[src/design/tmc_pkg.sv]
// Shared types, codes and reset constants for the transceiver mode controller.
`default_nettype none

package tmc_pkg;

    localparam int TIME_BITS_DEF = 32;
    localparam int NOW_W         = 32;

    localparam logic [15:0] FLOW_TIMEOUT_RST  = 16'd300;
    localparam logic [15:0] IDLE_TIMEOUT_RST  = 16'd3000;
    localparam logic [7:0]  REPORT_DIV_RST    = 8'd11;
    localparam logic [7:0]  LOW_BATTERY_RST   = 8'd60;

    localparam logic [1:0] CFG_FLOW_TIMEOUT = 2'd0;
    localparam logic [1:0] CFG_IDLE_TIMEOUT = 2'd1;
    localparam logic [1:0] CFG_REPORT_DIV   = 2'd2;
    localparam logic [1:0] CFG_LOW_BATTERY  = 2'd3;

    localparam logic [2:0] FUNC_PACKET    = 3'd0;
    localparam logic [2:0] FUNC_EMPTY     = 3'd1;
    localparam logic [2:0] FUNC_START_TUN = 3'd2;
    localparam logic [2:0] FUNC_START_SCN = 3'd3;
    localparam logic [2:0] FUNC_STOP_SCN  = 3'd4;
    localparam logic [2:0] FUNC_POWER_OFF = 3'd5;
    localparam logic [2:0] FUNC_ACCESS    = 3'd6;

    localparam logic [1:0] NOTIFY_NONE = 2'd0;
    localparam logic [1:0] NOTIFY_TX   = 2'd1;
    localparam logic [1:0] NOTIFY_RX   = 2'd2;

    localparam logic [1:0] TCMD_NONE  = 2'd0;
    localparam logic [1:0] TCMD_START = 2'd1;
    localparam logic [1:0] TCMD_STOP  = 2'd2;

    localparam logic [1:0] METER_NONE = 2'd0;
    localparam logic [1:0] METER_TX   = 2'd1;
    localparam logic [1:0] METER_SCAN = 2'd2;

    localparam logic [2:0] MCODE_RX     = 3'd0;
    localparam logic [2:0] MCODE_TX     = 3'd1;
    localparam logic [2:0] MCODE_TSTART = 3'd2;
    localparam logic [2:0] MCODE_TWAIT  = 3'd3;
    localparam logic [2:0] MCODE_TRUN   = 3'd4;
    localparam logic [2:0] MCODE_SCAN   = 3'd5;
    localparam logic [2:0] MCODE_PWROFF = 3'd6;
    localparam logic [2:0] MCODE_OFF    = 3'd7;

    typedef enum logic [7:0] {
        MODE_RX     = 8'b0000_0001,
        MODE_TX     = 8'b0000_0010,
        MODE_TSTART = 8'b0000_0100,
        MODE_TWAIT  = 8'b0000_1000,
        MODE_TRUN   = 8'b0001_0000,
        MODE_SCAN   = 8'b0010_0000,
        MODE_PWROFF = 8'b0100_0000,
        MODE_OFF    = 8'b1000_0000
    } mode_t;

    typedef struct packed {
        logic [15:0] flow_timeout_ms;
        logic [15:0] idle_timeout_ms;
        logic [7:0]  report_divider;
        logic [7:0]  low_battery_level;
    } cfg_t;

    typedef struct packed {
        logic [2:0]       func;
        logic [NOW_W-1:0] now_ms;
        logic             tx_flag;
        logic             tuner_done;
        logic             ext_power;
        logic [7:0]       battery_level;
    } item_t;

    typedef struct packed {
        logic       accepted;
        logic       low_power;
        logic       power_report;
        logic       idle_cmd;
        logic       flow_restart;
        logic       poweroff_cmd;
        logic [1:0] meter_update;
        logic       tuner_finished;
        logic [1:0] tuner_cmd;
        logic [1:0] tx_notify;
        logic [2:0] mode;
    } res_t;

    function automatic logic [2:0] mode_code(input mode_t m);
        logic [2:0] c;
        unique case (m)
            MODE_RX:     c = MCODE_RX;
            MODE_TX:     c = MCODE_TX;
            MODE_TSTART: c = MCODE_TSTART;
            MODE_TWAIT:  c = MCODE_TWAIT;
            MODE_TRUN:   c = MCODE_TRUN;
            MODE_SCAN:   c = MCODE_SCAN;
            MODE_PWROFF: c = MCODE_PWROFF;
            MODE_OFF:    c = MCODE_OFF;
            default:     c = MCODE_RX;
        endcase
        return c;
    endfunction

endpackage

`default_nettype wire

[src/design/tmc_cfg.sv]
// Configuration register file for the transceiver mode controller.
`default_nettype none

module tmc_cfg (
    input  wire logic          clk,
    input  wire logic          rst_n,
    input  wire logic          cfg_we,
    input  wire logic [1:0]    cfg_index,
    input  wire logic [15:0]   cfg_data,
    output tmc_pkg::cfg_t      cfg
);
    import tmc_pkg::*;

    cfg_t cfg_reg;
    cfg_t cfg_next;

    always_comb
    begin
        cfg_next = cfg_reg;
        if (cfg_we)
        begin
            unique case (cfg_index)
                CFG_FLOW_TIMEOUT: cfg_next.flow_timeout_ms   = cfg_data;
                CFG_IDLE_TIMEOUT: cfg_next.idle_timeout_ms   = cfg_data;
                CFG_REPORT_DIV:   cfg_next.report_divider    = cfg_data[7:0];
                CFG_LOW_BATTERY:  cfg_next.low_battery_level = cfg_data[7:0];
                default:          cfg_next = cfg_reg;
            endcase
        end
    end

    always_ff @(posedge clk or negedge rst_n)
    begin
        if (!rst_n)
        begin
            cfg_reg.flow_timeout_ms   <= FLOW_TIMEOUT_RST;
            cfg_reg.idle_timeout_ms   <= IDLE_TIMEOUT_RST;
            cfg_reg.report_divider    <= REPORT_DIV_RST;
            cfg_reg.low_battery_level <= LOW_BATTERY_RST;
        end
        else
        begin
            cfg_reg <= cfg_next;
        end
    end

    assign cfg = cfg_reg;

endmodule

`default_nettype wire

[src/design/tmc_core.sv]
// Mode machine, timers and report divider: state registers and per-item logic.
`default_nettype none

module tmc_core #(
    parameter int TIME_BITS = tmc_pkg::TIME_BITS_DEF
) (
    input  wire logic      clk,
    input  wire logic      rst_n,
    input  wire logic      en,
    input  tmc_pkg::item_t item,
    input  tmc_pkg::cfg_t  cfg,
    output tmc_pkg::res_t  res
);
    import tmc_pkg::*;

    // now_ms is 32 bits wide, so stored times never need more
    localparam int TW = (TIME_BITS < NOW_W) ? TIME_BITS : NOW_W;

    mode_t         mode_reg, mode_next;
    logic [TW-1:0] lpt_reg, lpt_next;
    logic [TW-1:0] lat_reg, lat_next;
    logic [7:0]    rcnt_reg, rcnt_next;

    logic [TW-1:0] now;
    logic [TW-1:0] lpt_eff;
    logic [TW-1:0] lat_mid;
    logic [TW-1:0] flow_to;
    logic [TW-1:0] idle_to;
    logic [8:0]    cnt;
    logic          tick;
    res_t          r;

    assign now     = item.now_ms[TW-1:0];
    assign flow_to = TW'(cfg.flow_timeout_ms);
    assign idle_to = TW'(cfg.idle_timeout_ms);
    assign tick    = (item.func == FUNC_PACKET) || (item.func == FUNC_EMPTY);
    assign lpt_eff = (now < lpt_reg) ? now : lpt_reg;
    assign cnt     = {1'b0, rcnt_reg} + 9'd1;

    always_comb
    begin
        mode_next = mode_reg;
        lpt_next  = lpt_reg;
        lat_mid   = lat_reg;
        rcnt_next = rcnt_reg;
        r         = '0;
        r.tx_notify    = NOTIFY_NONE;
        r.tuner_cmd    = TCMD_NONE;
        r.meter_update = METER_NONE;

        unique case (item.func)
            FUNC_PACKET:
            begin
                lpt_next = now;
                if (cnt > {1'b0, cfg.report_divider})
                begin
                    rcnt_next      = '0;
                    r.power_report = 1'b1;
                    r.low_power    = !item.ext_power &&
                                     (item.battery_level <= cfg.low_battery_level);
                end
                else
                begin
                    rcnt_next = cnt[7:0];
                end
                unique case (mode_reg)
                    MODE_RX:
                    begin
                        if (item.tx_flag)
                        begin
                            mode_next   = MODE_TX;
                            r.tx_notify = NOTIFY_TX;
                        end
                    end
                    MODE_TX:
                    begin
                        if (!item.tx_flag)
                        begin
                            mode_next   = MODE_RX;
                            r.tx_notify = NOTIFY_RX;
                        end
                        else
                        begin
                            r.meter_update = METER_TX;
                        end
                    end
                    MODE_TSTART:
                    begin
                        r.tuner_cmd = TCMD_START;
                        lat_mid     = now;
                        mode_next   = MODE_TWAIT;
                    end
                    MODE_TWAIT:
                    begin
                        if (item.tx_flag)
                        begin
                            r.tx_notify = NOTIFY_TX;
                            mode_next   = MODE_TRUN;
                        end
                    end
                    MODE_TRUN:
                    begin
                        if (item.tuner_done && !item.tx_flag)
                        begin
                            r.tuner_finished = 1'b1;
                            r.tuner_cmd      = TCMD_STOP;
                            r.tx_notify      = NOTIFY_RX;
                            lat_mid          = now;
                            mode_next        = MODE_RX;
                        end
                        else if (item.tx_flag)
                        begin
                            r.meter_update = METER_TX;
                        end
                    end
                    MODE_SCAN:
                    begin
                        r.meter_update = METER_SCAN;
                    end
                    MODE_PWROFF:
                    begin
                        r.poweroff_cmd = 1'b1;
                        mode_next      = MODE_OFF;
                    end
                    default:
                    begin
                        mode_next = mode_reg;
                    end
                endcase
            end
            FUNC_EMPTY:
            begin
                if ((now - lpt_eff) > flow_to)
                begin
                    lpt_next       = now;
                    r.flow_restart = 1'b1;
                end
                else
                begin
                    lpt_next = lpt_eff;
                end
            end
            FUNC_START_TUN:
            begin
                if (mode_reg == MODE_RX)
                    mode_next = MODE_TSTART;
            end
            FUNC_START_SCN:
            begin
                if (mode_reg == MODE_RX)
                begin
                    mode_next  = MODE_SCAN;
                    r.accepted = 1'b1;
                    lat_mid    = now;
                end
            end
            FUNC_STOP_SCN:
            begin
                if (mode_reg == MODE_SCAN)
                begin
                    mode_next = MODE_RX;
                    lat_mid   = now;
                end
            end
            FUNC_POWER_OFF:
            begin
                mode_next = MODE_PWROFF;
            end
            FUNC_ACCESS:
            begin
                lat_mid = now;
            end
            default:
            begin
                mode_next = mode_reg;
            end
        endcase

        // idle check after every tick, on the mode and access time it leaves
        lat_next = lat_mid;
        if (tick && (mode_next == MODE_RX) && (now >= lat_mid) &&
            ((now - lat_mid) > idle_to))
        begin
            r.idle_cmd = 1'b1;
            lat_next   = now;
        end

        r.mode = mode_code(mode_next);
    end

    always_ff @(posedge clk or negedge rst_n)
    begin
        if (!rst_n)
        begin
            mode_reg <= MODE_RX;
            lpt_reg  <= '0;
            lat_reg  <= '0;
            rcnt_reg <= '0;
        end
        else if (en)
        begin
            mode_reg <= mode_next;
            lpt_reg  <= lpt_next;
            lat_reg  <= lat_next;
            rcnt_reg <= rcnt_next;
        end
    end

    assign res = r;

    a_mode_onehot: assert property (@(posedge clk) disable iff (!rst_n)
        $onehot(mode_reg))
        else $error("mode register lost its one-hot code");

    a_power_off: assert property (@(posedge clk) disable iff (!rst_n)
        en && (item.func == FUNC_POWER_OFF) |=> mode_reg == MODE_PWROFF)
        else $error("power off request did not reach poweroff mode");

    a_idle_rx: assert property (@(posedge clk) disable iff (!rst_n)
        en && r.idle_cmd |=> (mode_reg == MODE_RX) && (lat_reg == $past(now)))
        else $error("idle command outside receive or access time not restarted");

    a_low_power: assert property (@(posedge clk) disable iff (!rst_n)
        r.low_power |-> r.power_report && (item.func == FUNC_PACKET))
        else $error("low power flagged without a power report");

endmodule

`default_nettype wire

[src/design/transceiver_mode_controller_unit.sv]
// Top level: stream input register, controller core and result register.
//
// Usage
//   Input items arrive on s_axis_*; s_axis_tuser carries the event code and
//   s_axis_tdata the time stamp and the packet fields. Each accepted item
//   gives exactly one result item on m_axis_*, in order.
//   Configuration is a plain write port (cfg_we, cfg_index, cfg_data); a
//   write takes effect at the clock edge where cfg_we is high. Write only
//   while no item is in flight.
//   Path: the accepting edge loads the input register; the result register
//   is loaded through the mode logic when the item advances, which waits
//   while a held result has not been taken.
//   Throughput: one item per cycle while m_axis_tready is high, set by the
//   combinational mode, timer and report counter update between the registers.
//   Reset: the mode returns to receive, both time stamps and the report count
//   clear, the configuration registers take their default values and both
//   stages empty.
//   Stall: while m_axis_tready is low the result holds; one more item waits
//   in the input register, then s_axis_tready drops until the result is taken.
`default_nettype none

module transceiver_mode_controller_unit #(
    parameter int TIME_BITS = tmc_pkg::TIME_BITS_DEF
) (
    input  wire logic        clk,
    input  wire logic        rst_n,
    input  wire logic        s_axis_tvalid,
    output      logic        s_axis_tready,
    // [31:0] now_ms, [32] tx_flag, [33] tuner_done, [34] ext_power,
    // [42:35] battery_level, [47:43] zero
    input  wire logic [47:0] s_axis_tdata,
    // [2:0] func
    input  wire logic [2:0]  s_axis_tuser,
    output      logic        m_axis_tvalid,
    input  wire logic        m_axis_tready,
    // [2:0] mode, [4:3] tx_notify, [6:5] tuner_cmd, [7] tuner_finished,
    // [9:8] meter_update, [10] poweroff_cmd, [11] flow_restart, [12] idle_cmd,
    // [13] power_report, [14] low_power, [15] accepted
    output      logic [15:0] m_axis_tdata,
    input  wire logic        cfg_we,
    input  wire logic [1:0]  cfg_index,
    input  wire logic [15:0] cfg_data
);
    import tmc_pkg::*;

    logic  in_valid_reg, in_valid_next;
    logic  out_valid_reg, out_valid_next;
    item_t item_reg;
    res_t  res_reg;
    res_t  res;
    cfg_t  cfg;
    logic  s_fire;
    logic  advance;

    assign advance       = in_valid_reg && (!out_valid_reg || m_axis_tready);
    assign s_axis_tready = !in_valid_reg || advance;
    assign s_fire        = s_axis_tvalid && s_axis_tready;

    always_comb
    begin
        in_valid_next = in_valid_reg;
        if (s_fire)
            in_valid_next = 1'b1;
        else if (advance)
            in_valid_next = 1'b0;

        out_valid_next = out_valid_reg;
        if (advance)
            out_valid_next = 1'b1;
        else if (m_axis_tready)
            out_valid_next = 1'b0;
    end

    always_ff @(posedge clk or negedge rst_n)
    begin
        if (!rst_n)
        begin
            in_valid_reg  <= 1'b0;
            out_valid_reg <= 1'b0;
        end
        else
        begin
            in_valid_reg  <= in_valid_next;
            out_valid_reg <= out_valid_next;
        end
    end

    always_ff @(posedge clk)
    begin
        if (s_fire)
        begin
            item_reg.func          <= s_axis_tuser;
            item_reg.now_ms        <= s_axis_tdata[31:0];
            item_reg.tx_flag       <= s_axis_tdata[32];
            item_reg.tuner_done    <= s_axis_tdata[33];
            item_reg.ext_power     <= s_axis_tdata[34];
            item_reg.battery_level <= s_axis_tdata[42:35];
        end
        if (advance)
            res_reg <= res;
    end

    tmc_cfg u_cfg (
        .clk       (clk),
        .rst_n     (rst_n),
        .cfg_we    (cfg_we),
        .cfg_index (cfg_index),
        .cfg_data  (cfg_data),
        .cfg       (cfg)
    );

    tmc_core #(
        .TIME_BITS (TIME_BITS)
    ) u_core (
        .clk   (clk),
        .rst_n (rst_n),
        .en    (advance),
        .item  (item_reg),
        .cfg   (cfg),
        .res   (res)
    );

    assign m_axis_tvalid = out_valid_reg;
    assign m_axis_tdata  = res_reg;

    a_no_drop: assert property (@(posedge clk) disable iff (!rst_n)
        in_valid_reg && !advance |=> in_valid_reg && $stable(item_reg))
        else $error("waiting input item dropped or overwritten");

    a_result_after_advance: assert property (@(posedge clk) disable iff (!rst_n)
        advance |=> out_valid_reg)
        else $error("advanced item produced no result");

    a_ready_when_empty: assert property (@(posedge clk) disable iff (!rst_n)
        !in_valid_reg |-> s_axis_tready)
        else $error("input stalled with an empty input register");

endmodule

`default_nettype wire

[config.mk]
export PLATFORM = sky130hd
export DESIGN_NAME = transceiver_mode_controller_unit
export DESIGN_NICKNAME = d
export VERILOG_FILES = /design/src/design/tmc_pkg.sv /design/src/design/tmc_cfg.sv /design/src/design/tmc_core.sv /design/src/design/transceiver_mode_controller_unit.sv
export SDC_FILE = /design/constraint.sdc
export NUM_CORES = 1
export LEC_CHECK = 0
export ABC_AREA = 0
export BUFFER_PORTS_ARGS = -buffer_cell sky130_fd_sc_hd__clkbuf_2
export CAP_MARGIN = 20
export CELL_PAD_IN_SITES_DETAIL_PLACEMENT = 1
export CELL_PAD_IN_SITES_GLOBAL_PLACEMENT = 2
export CORE_MARGIN = 2
export CORE_UTILIZATION = 40
export CTS_CLUSTER_SIZE = 24
export DETAILED_ROUTE_END_ITERATION = 10
export GPL_ROUTABILITY_DRIVEN = 0
export PLACE_DENSITY = 0.86
export RECOVER_POWER = 50
export SKIP_CTS_REPAIR_TIMING = 1
export SLEW_MARGIN = 20
export SYNTH_ARGS = -nofsm -noshare
export SYNTH_HDL_FRONTEND = slang
export SYNTH_SLANG_ARGS = --single-unit
[constraint.sdc]
create_clock -name clk -period 15.25 [get_ports clk]
set_input_delay 0.7625 -clock clk [delete_from_list [all_inputs] [get_ports clk]]
set_output_delay 0.7625 -clock clk [all_outputs]
set_load 0.01 [all_outputs]
==> run_results.csv <==
group,metric,value,unit
outcome,status,"finished with violations",
outcome,failed_checks,"max-capacitance violations, max-slew violations",
power,leakage,7.06,nW
worst_setup_path,crit_path_end_kind,"register",
detailed_routing,wl,44200,um
global_routing,grt_pass1_vias,13495,
synth,synth_area,14900,sq um
timing,min_period_over_period,56.5,%
clocking,numCtsBuffers,17,
global_routing,grt_overflow,0,
global_routing,grt_usage,23.5,%
power,seqPwrFrac,30.2,%
detailed_routing,drc_errors,0,
global_routing,grt_start_max_net_pins,79,
power,p_sw_share,42.5,%
clocking,tritoncts,"yes",
power,comb_power_share,50.4,%
timing,clock_skew,0.0115,ns
synth,synth_ff_type,"dfrtp_1",
floorplanning,num_io_pins,92,
detailed_routing,routed.top_layer,"met4",
power,intPower,1.33,mW
timing,relSlewSlack,-164,%
detailed_routing,wl_met1,20100,um
placed_design,portBuffers,86,
detailed_routing,dr.pass1.iters,5,
floorplanning,die_h,197,um
detailed_routing,wire_per_inst,20.1,um
final_layout,syn2layout_area_growth,9.23,%
synth,synth_seq_cells,192,
synth,synth_nets,1884,
final_layout,fillers,4301,
timing,worst_slew_pin_slew,3.96,ns
clocking,cts-htree-levels,4,
worst_setup_path,crit_path_max_incr_delay,0.65,ns
synth,synth_cells,1667,
clocking,clkSinkCount,192,
timing,hold_ws,0.479,ns
synth,syn_area_per_cell,8.94,sq um
timing,rsz0062_at_grt,"false",
timing,fmax,0.116,GHz
power,switching_power,0.979,mW
worst_setup_path,cp_slowest_cell,"nor4_2",
synth,synth_cell_types,83,
worst_setup_path,crit_path_max_fanout,32,
synth,synth_warnings,0,
final_layout,drive_gt1_share,12.4,%
global_routing,antenna_found_initial,0,
floorplanning,start_util,40.7,%
timing,hold_viol_final,0,
detailed_routing,vias,12831,
final_layout,finalNetCount,1936,
worst_setup_path,cp-start-kind,"register",
power,power.density,142,nW/um^2
worst_setup_path,cp.arrival,8.96,ns
clocking,cts_buffer_depth,2,
synth,synth_seq_area_share,34.5,%
detailed_routing,dr_wl_met3,1200,um
clocking,clock_latency,0.46,ns
timing,slew_viol_final,180,
global_routing,grt_pass1_wl,72100,um
power,p_clk_share,19.4,%
timing,period_needed,8.62,ns
synth,synth_edf_count,62,
floorplanning,dieWidth,197,um
detailed_routing,dr_wl_met2,21800,um
floorplanning,rows,70,
worst_setup_path,cp.required,15.59,ns
clocking,ctsRootBufferMaster,"clkbuf_16",
final_layout,largest_reg_flops,48,
hold_path,holdCritPathClass,"input pin to register",
detailed_routing,drtIter0Drc,655,
detailed_routing,viasPerCell,5.83,
clocking,clkSlewWorstSetupHoldPaths,0.07,ns
placed_design,post-dp-hpwl,33300,um
timing,setup_tns,0,ns
timing,setup_violations,0,
final_layout,num_antenna_cells,0,
job,drv_cap,3,
power,max-vdd-ir-drop,83.9,uV
worst_setup_path,crit_type,"register to register",
detailed_routing,drtAntennaViolNets,0,
synth,async_flop_share,67.7,%
floorplanning,dieArea,38800,sq um
floorplanning,core_area,36600,sq um
## power groups by stage
stage | sequential, mW | clock [mW] | combinational [mW]
3_5_place_dp | 0.706 | 0 | 1.16
2_1_floorplan | 0.680 | 0 | 0.861
5_1_grt | 0.709 | 0.477 | 1.31
4_1_cts | 0.696 | 0.457 | 1.17
6_report | 0.697 | 0.447 | 1.16
3_3_place_gp | 0.699 | 0 | 1.11
## cell usage in the layout, fill, tap and decap left out, types with 6 or more instances in the layout
master,instances
a211oi_1,10
edfxtp_1,62
mux2_4,24
nor2b_1,12
clkbuf_16,17
mux2_2,36
nand2_1,227
dfstp_2,19
o2111ai_1,9
o21bai_1,10
nand4_1,34
xnor2_1,36
o21a_1,20
a221o_1,31
inv_1,153
clkbuf_1,26
o31ai_1,38
a21boi_0,7
and2_1,10
clkbuf_2,64
a21oi_1,104
o21ai_0,115
nand2b_1,24
nor4_1,9
nand3_1,36
a31oi_1,10
xor2_1,15
a21o_1,26
buf_4,8
nor3_1,24
nor2_1,69
or2_2,6
dfrtp_1,111
mux2i_1,38
and3_1,14
o211ai_1,14
ha_1,141
## critical path: cells and delay by family (launching register included)
kind                     cells  cell delay [ns]
AO/OA/AOI/OAI               11             2.12
buffers and inverters        2             0.82
flip-flops                   1             0.56
multiplexers                 1             0.37
adder cells (fa/ha/maj)      4             1.39
AND/OR/NAND/NOR             12             3.22
## cell usage after synthesis, drive strengths merged, types with 4 or more instances
| cell | number | area [sq um] |
|---|---|---|
| a22oi | 4 | 35.0 |
| o21ai | 121 | 613 |
| o22ai | 6 | 37.5 |
| a311oi | 4 | 35.0 |
| and3 | 14 | 87.6 |
| ha | 141 | 1760 |
| mux2 | 60 | 766 |
| buf | 19 | 111 |
| clkbuf | 45 | 169 |
| xnor2 | 37 | 324 |
| or2 | 7 | 43.8 |
| nand4 | 34 | 213 |
| dfstp | 19 | 499 |
| nor2b | 12 | 75.1 |
| o2111ai | 9 | 78.8 |
| mux2i | 38 | 380 |
| o21a | 21 | 159 |
| a221o | 31 | 310 |
| maj3 | 6 | 61.3 |
| nand3 | 36 | 180 |
| a31oi | 10 | 62.6 |
| nand2b | 24 | 150 |
| a21oi | 108 | 556 |
| nor2 | 70 | 263 |
| nand2 | 229 | 860 |
| o21bai | 11 | 86.3 |
| a21boi | 9 | 67.6 |
| o211ai | 14 | 105 |
| nor4 | 14 | 134 |
| a211oi | 10 | 75.1 |
| o31ai | 38 | 285 |
| edfxtp | 62 | 1860 |
| dfrtp | 111 | 2780 |
| nand3b | 5 | 37.5 |
| a211o | 5 | 43.8 |
| inv | 153 | 574 |
| a21o | 26 | 195 |
| and2 | 12 | 75.1 |
| a221oi | 5 | 43.8 |
| xor2 | 15 | 131 |
| nor3 | 25 | 130 |
## kinds of logic after synthesis
family	share of synthesized area, %
AND/OR/NAND/NOR	15.6
AO/OA/AOI/OAI	20.9
buffers and inverters	5.76
flip-flops	34.5
adder cells (fa/ha/maj)	12.5
multiplexers	7.69
XOR/XNOR	3.06
## final cells by class
| cell class | instances | area (sq um) | area share, % |
|---|---|---|---|
| Clock buffer | 18 | 429 | 2.64 |
| Multi-Input combinational cell | 1257 | 8940 | 54.9 |
| Sequential cell | 192 | 5140 | 31.6 |
| Tap cell | 468 | 586 | 3.60 |
| Clock inverter | 14 | 130 | 0.799 |
| Timing Repair Buffer | 97 | 474 | 2.91 |
| Inverter | 154 | 578 | 3.55 |
## through the flow
stage	worst slack, ns	instance area [sq um]	util, %	power (mW)	std cells
floorplan	8.37	14900	-	1.54	1667
global placement	6.97	15800	43.1	1.81	2168
detailed placement	6.73	15800	43.1	1.86	2168
CTS	6.68	16300	44.6	2.32	2200
global route	6.09	16300	44.5	2.49	2200
finish	6.63	16300	44.5	2.31	2200
## metal layers
layer | track usage [%] | vias up
li1 | - | 6164
met1 | 30.1 | 6428
met2 | 40.5 | 183
met3 | 3.33 | 56
met4 | 8.02 | 0
met5 | 0 | -
## worst paths after layout
path | startpoint | to | slack [ns] | cells after the start
setup reg to reg | item_reg[38] | u_core.lpt_reg[5] | 6.63 | 30
min in group asynchronous | rst_n | u_core.lat_reg[31] | 1.66 | 1
hold reg to reg | u_cfg.cfg[12] | u_cfg.cfg[12] | 0.51 | 1
max in group asynchronous | rst_n | u_cfg.cfg[42] | 8.63 | 2
hold / removal | s_axis_tdata[39] | item_reg[4] | 0.48 | 1
setup / recovery | item_reg[38] | u_core.lpt_reg[5] | 6.63 | 30
Power figures use the tool's default switching activity.
